[config.mk]
export PLATFORM = sky130hd
export DESIGN_NAME = si_div_cell
export DESIGN_NICKNAME = d
export VERILOG_FILES = /design/src/design/si_pkg.sv /design/src/design/si_div_cell.sv
export SDC_FILE = /design/constraint.sdc
export NUM_CORES = 1
export LEC_CHECK = 0
export BUFFER_PORTS_ARGS = -buffer_cell sky130_fd_sc_hd__buf_2
export CORE_MARGIN = 3
export CORE_UTILIZATION = 48
export CTS_BUF_LIST = sky130_fd_sc_hd__clkbuf_8 sky130_fd_sc_hd__clkbuf_16
export CTS_CLUSTER_DIAMETER = 120
export DETAILED_ROUTE_END_ITERATION = 8
export PLACE_DENSITY_LB_ADDON = 0.15
export SETUP_SLACK_MARGIN = 0.02
export SKIP_LAST_GASP = 1
export SLEW_MARGIN = 20
export SYNTH_ARGS = -nofsm -noshare
export SYNTH_HDL_FRONTEND = slang
export SYNTH_SLANG_ARGS = --single-unit
[constraint.sdc]
create_clock -name clk -period 3.5 [get_ports clk]
set_input_delay 0.35 -clock clk [delete_from_list [all_inputs] [get_ports clk]]
set_output_delay 0.35 -clock clk [all_outputs]
set_load 0.005 [all_outputs]
[src/design/si_pkg.sv]
// Package for segment_intersection: widths, stage counts and the divider
// cell payload type. No dependencies.
package si_pkg;
  localparam int COORD_W = 16;
  localparam int COORD_FRAC_BITS = 4;
  localparam int QUOTIENT_FRAC_BITS = 16;
  localparam int DIFF_W = COORD_W + 1;
  localparam int PROD_W = 2 * DIFF_W;
  localparam int CROSS_W = PROD_W + 1;
  localparam int REM_W = CROSS_W;
  localparam int CELL_COUNT = QUOTIENT_FRAC_BITS + 1;
  localparam int QUO_W = CELL_COUNT;
  localparam int SCALE_W = QUO_W + 1 + DIFF_W;
  localparam int FRONT_STAGES = 4;
  localparam int BACK_STAGES = 2;
  localparam int STAGES = FRONT_STAGES + CELL_COUNT + BACK_STAGES;
  localparam int UNIT = 1 << (2 * COORD_FRAC_BITS);

  typedef struct packed {
    logic                      hit;
    logic [REM_W-1:0]          rem;
    logic [REM_W-1:0]          dvsr;
    logic [QUO_W-1:0]          quo;
    logic signed [COORD_W-1:0] p1x;
    logic signed [COORD_W-1:0] p1y;
    logic signed [DIFF_W-1:0]  d1x;
    logic signed [DIFF_W-1:0]  d1y;
  } si_cell_t;
endpackage

[src/design/si_div_cell.sv]
// One restoring-division cell of segment_intersection: produces one quotient
// bit and hands the partial remainder on. Depends on si_pkg.
module si_div_cell (
  input  logic             clk,
  input  logic             ld,
  input  si_pkg::si_cell_t cell_in,
  output si_pkg::si_cell_t cell_out
);
  import si_pkg::*;

  logic [REM_W:0] dbl, dif;
  logic           ge;
  si_cell_t       cell_next;

  always_comb begin
    dbl = {cell_in.rem, 1'b0};
    dif = dbl - {1'b0, cell_in.dvsr};
    ge  = dbl >= {1'b0, cell_in.dvsr};
    cell_next      = cell_in;
    cell_next.rem  = ge ? dif[REM_W-1:0] : dbl[REM_W-1:0];
    cell_next.quo  = {cell_in.quo[QUO_W-2:0], ge};
  end

  always_ff @(posedge clk) begin
    if (ld) begin
      cell_out <= cell_next;
    end
  end
endmodule

Word level (Yosys, flattened, before mapping)

Cells that the tools add are included.

RAM bits: 0
Input port bits: 156
Word-level logic and storage cells: 12
Flip-flop bits (word level): 154
Memories: 0
Bits in read-only memories: 0
Latch bits: 0

Bitwise logic cells: 0
Multiplexer cells: 1
Reduce and logical (&&, ||, !) cells: 0
Shift operators: 0
Equality and inequality tests: 0
Order comparisons: 1
Div/mod/pow operators: 0
$mul: 0
Add/sub/neg operators: 1

Operators with widths:

| cell                                         | count |
|---|---|
| greater-or-equal comparator 36 x 35 -> 1 bit | 1 |
| two-way mux 35 bit                           | 1 |
| subtractor 35 bit                            | 1 |

Logic depth before layout (Yosys ltp)

Word-level depth: 2
Gate-level depth with buffers: 13
Depth with buffers taken out: 12

Worst setup path after synthesis

OpenSTA, ideal clock, no wires.

Path kind: input-to-reg
Start: input cell_in[83] (netlist name)
End: register cell_out[119] (netlist name) (data pin)
Cell stages on the path: 10
Arrival: 2612 ps
Setup slack: 626 ps
Library setup time: 262 ps
Path through: inv_1 fa_1 a211oi_1 o21a_1 a2111oi_2 nor3_1 o21ai_2 o21ai_2 buf_2 mux2_1

RTL lines:

| element                | line              | source |
|---|---|---|
| start: declaration     | si_div_cell.sv:6  | `input si_pkg::si_cell_t cell_in,` |
| end signal: assignment | si_div_cell.sv:26 | `cell_out <= cell_next;` |
| end: declaration       | si_div_cell.sv:7  | `output si_pkg::si_cell_t cell_out` |

==> impl_metrics.yaml <==
run_status:
  status: "complete, no violations"
sta:
  finalMaxSlewViolations: 0
  tightest_slew_ps: 634
  hold_viol_final: 0
  relSlewSlack_pct: 57.7
  rsz0062_at_grt: "no"
  post-route-min-period_ps: 2860
  tns_ps: 0
  finalCritPeriodShare_pct: 81.8
  max_freq_ghz: 0.349
  setup_viol: 0
  setup_ws_ps: 636
  whs_ps: 97.3
logic_synthesis:
  synth_flop_cell: "edfxtp_1"
  synthCells: 537
  ys_seq_area_share_pct: 65.7
  synth_top_area_share_pct: 65.7
  ys_warn_count: 0
  synth.most_common_cell: "edfxtp_1"
  synthTopCellsByCount: "edfxtp_1 (154), nand2_1 (57), inv_1 (47)"
  synth_top_area_cell: "edfxtp_1"
  netlist_area_um2: 7040
  ys_async_sr_fraction_pct: 0
  ys_top_cells_by_area: "edfxtp_1 (66%), ha_1 (6.2%), nand2_1 (3.0%)"
  synth_nets: 729
  synth.avg_cell_area_um2: 13.1
  synth_edf_count: 154
  ys_types: 51
  synth-seq-cells: 154
power_and_ir_drop:
  seqPwrFrac_pct: 45.8
  irDropWorstVdd_v: 0.000261
  power.density_nw_per_um2: 533
  comb_power_share_pct: 17.9
  internal_power_w: 0.00365
  clkPwrFrac_pct: 36.3
  swShare_pct: 27.1
  p_sw_w: 0.00136
  power_leakage_nw: 4.20
setup_path:
  worstSetupEndpointType: "register"
  crit_type: "in2reg"
  crit_arrival_ps: 3030
  cp.required_ps: 3670
  critical_path.slowest_cell: "fa_1"
  critPathMaxFanout: 35
  critPathMaxStageDelay_ps: 490
  worstPathCellList: "buf_2 -> inv_1 -> fa_1 -> a211oi_1 -> o21a_1 -> a2111oi_2 -> nor3_1 -> o21ai_2 -> o21ai_4 -> buf_12 -> mux2_1"
  start_kind: "input pin"
cells_and_area:
  reg_top3: "cell_out: 154 flops"
  area_delta_synth_final_pct: 33.6
  n_antenna_cell: 0
  layout-drive-gt1-share_pct: 41.2
  num-fill-cells: 1120
  multi_input_area_um2: 2170
  largest_register: "cell_out"
  largest_reg_flops: 154
  nNetsFinal: 1044
  seq_area_um2: 4620
clock_tree:
  path_clk_slew_ps: 70
  cts_tree: "yes"
  postCtsSetupRepairBufs: 0
  cts_buffers: 17
  cts.path.max_buffers: 2
  clkSinkCount: 154
  cts_root_buffer: "clkbuf_16"
  htreeDepth: 4
  ctsResizeCount: 0
  cts_hold_buffers: 0
routing:
  wl_per_cell_um: 18.1
  vias: 5441
  dr.first_iter.drc_count: 416
  routed_wl_mm: 18.9
  via_per_inst: 5.21
  drcViolationCount: 0
  drtAntennaViolNets: 0
  dr.pass1.iters: 5
grt:
  grt_use_met3_pct: 6.40
  use_met2_pct: 41.0
  grt_max_degree: 67
  grt.total_usage_pct: 23.1
  overflow: 0
  use_met1_pct: 26.7
  top_usage_layer: "met2"
  grt_pass1_wl_mm: 28.9
  grt_pass1_vias: 5452
  grt_antenna_before_repair: 0
place:
  pre_cts_ws_ps: 163
  placement.io_buffers: 308
  dp_hpwl_mm: 14.7
  place_congestion: 0.844
run:
  maxCapViolCount: 0
floorplanning:
  pin_count: 310
  placementRows: 43
  dieWidth_um: 127
  core_um2: 14100
  die_h_um: 127
  initial_core_util_pct: 49.9
  die_area_um2: 16200
hold_path:
  holdPathStages: 1
  holdCritPathClass: "in2reg"
worst paths after layout:
path	slack, ps	start	endpoint
worst max-delay path	640	cell_in[83]	cell_out[119]
worst min-delay path	100	cell_in[17]	cell_out[17]
per-stage QoR:
step / util, % / cell area, µm² / total power (W) / cells
final: 66.7 / 9410 / 0.00501 / 1045
after global routing: 66.7 / 9410 / 0.00523 / 1045
after CTS: 66.7 / 9410 / 0.00506 / 1045
after detailed placement: 62.6 / 8820 / 0.00323 / 1013
after global placement: 62.6 / 8820 / 0.00320 / 1013
after floorplan: - / 7040 / 0.00279 / 537
critical path, delay by kind of cell:
family / cells / cell delay, ps
compound gates: 5 / 1060
fa+ha+maj: 1 / 490
buf+inv: 3 / 410
mux: 1 / 340
simple gates: 1 / 380
cells in the final DEF (no fill, tap or decap), types with 3 or more instances in the layout:
master and count:
a211oi_1 6, a21o_1 16, a21oi_1 33, a31oi_1 4, and4_1 3, buf_2 307
buf_4 5, clkbuf_16 17, clkinvlp_4 3, edfxtp_1 154, ha_1 35, inv_1 47
inv_6 5, nand2_1 57, nand3_1 6, nand4_1 12, nor2_1 17, nor4_1 3
o211ai_1 3, o21a_1 4, o21ai_0 14, o21ai_1 33, xnor2_1 16, xor2_1 14
power by group through the flow:
stage	clock network, W	registers [W]	logic [W]
after floorplan	0	0.00237	0.000423
after global placement	0	0.00233	0.000875
after detailed placement	0	0.00234	0.000898
after CTS	0.00185	0.00230	0.000904
after global routing	0.00192	0.00231	0.000995
final	0.00182	0.00230	0.000898
kinds of logic (layout without fill, tap and decap cells):
family	count (synthesis)	in the layout	synth area share, %
AOI/OAI and AO/OA	138	138	12.7
xor gates and xnor gates	30	30	3.73
adders and majority gates	36	36	6.50
buffers and inverters	66	394	3.63
DFF	154	154	65.7
muxes	3	3	0.462
and+or+nand+nor	110	110	7.25
cell type report:
type / count / share of cell area (%)
Sequential cell: 154 / 49.2
Clock inverter: 15 / 1.72
Multi-Input combinational cell: 317 / 23.1
Clock buffer: 17 / 4.52
Timing Repair Buffer: 315 / 17.3
Tap cell: 180 / 2.39
Inverter: 47 / 1.88
metal layers:
metal,wire (µm),vias up
met5,0,-
met4,497,0
met3,1430,32
met2,9830,235
met1,7170,2545
li1,-,2629
Note: power is estimated with default switching activity, not from simulation.
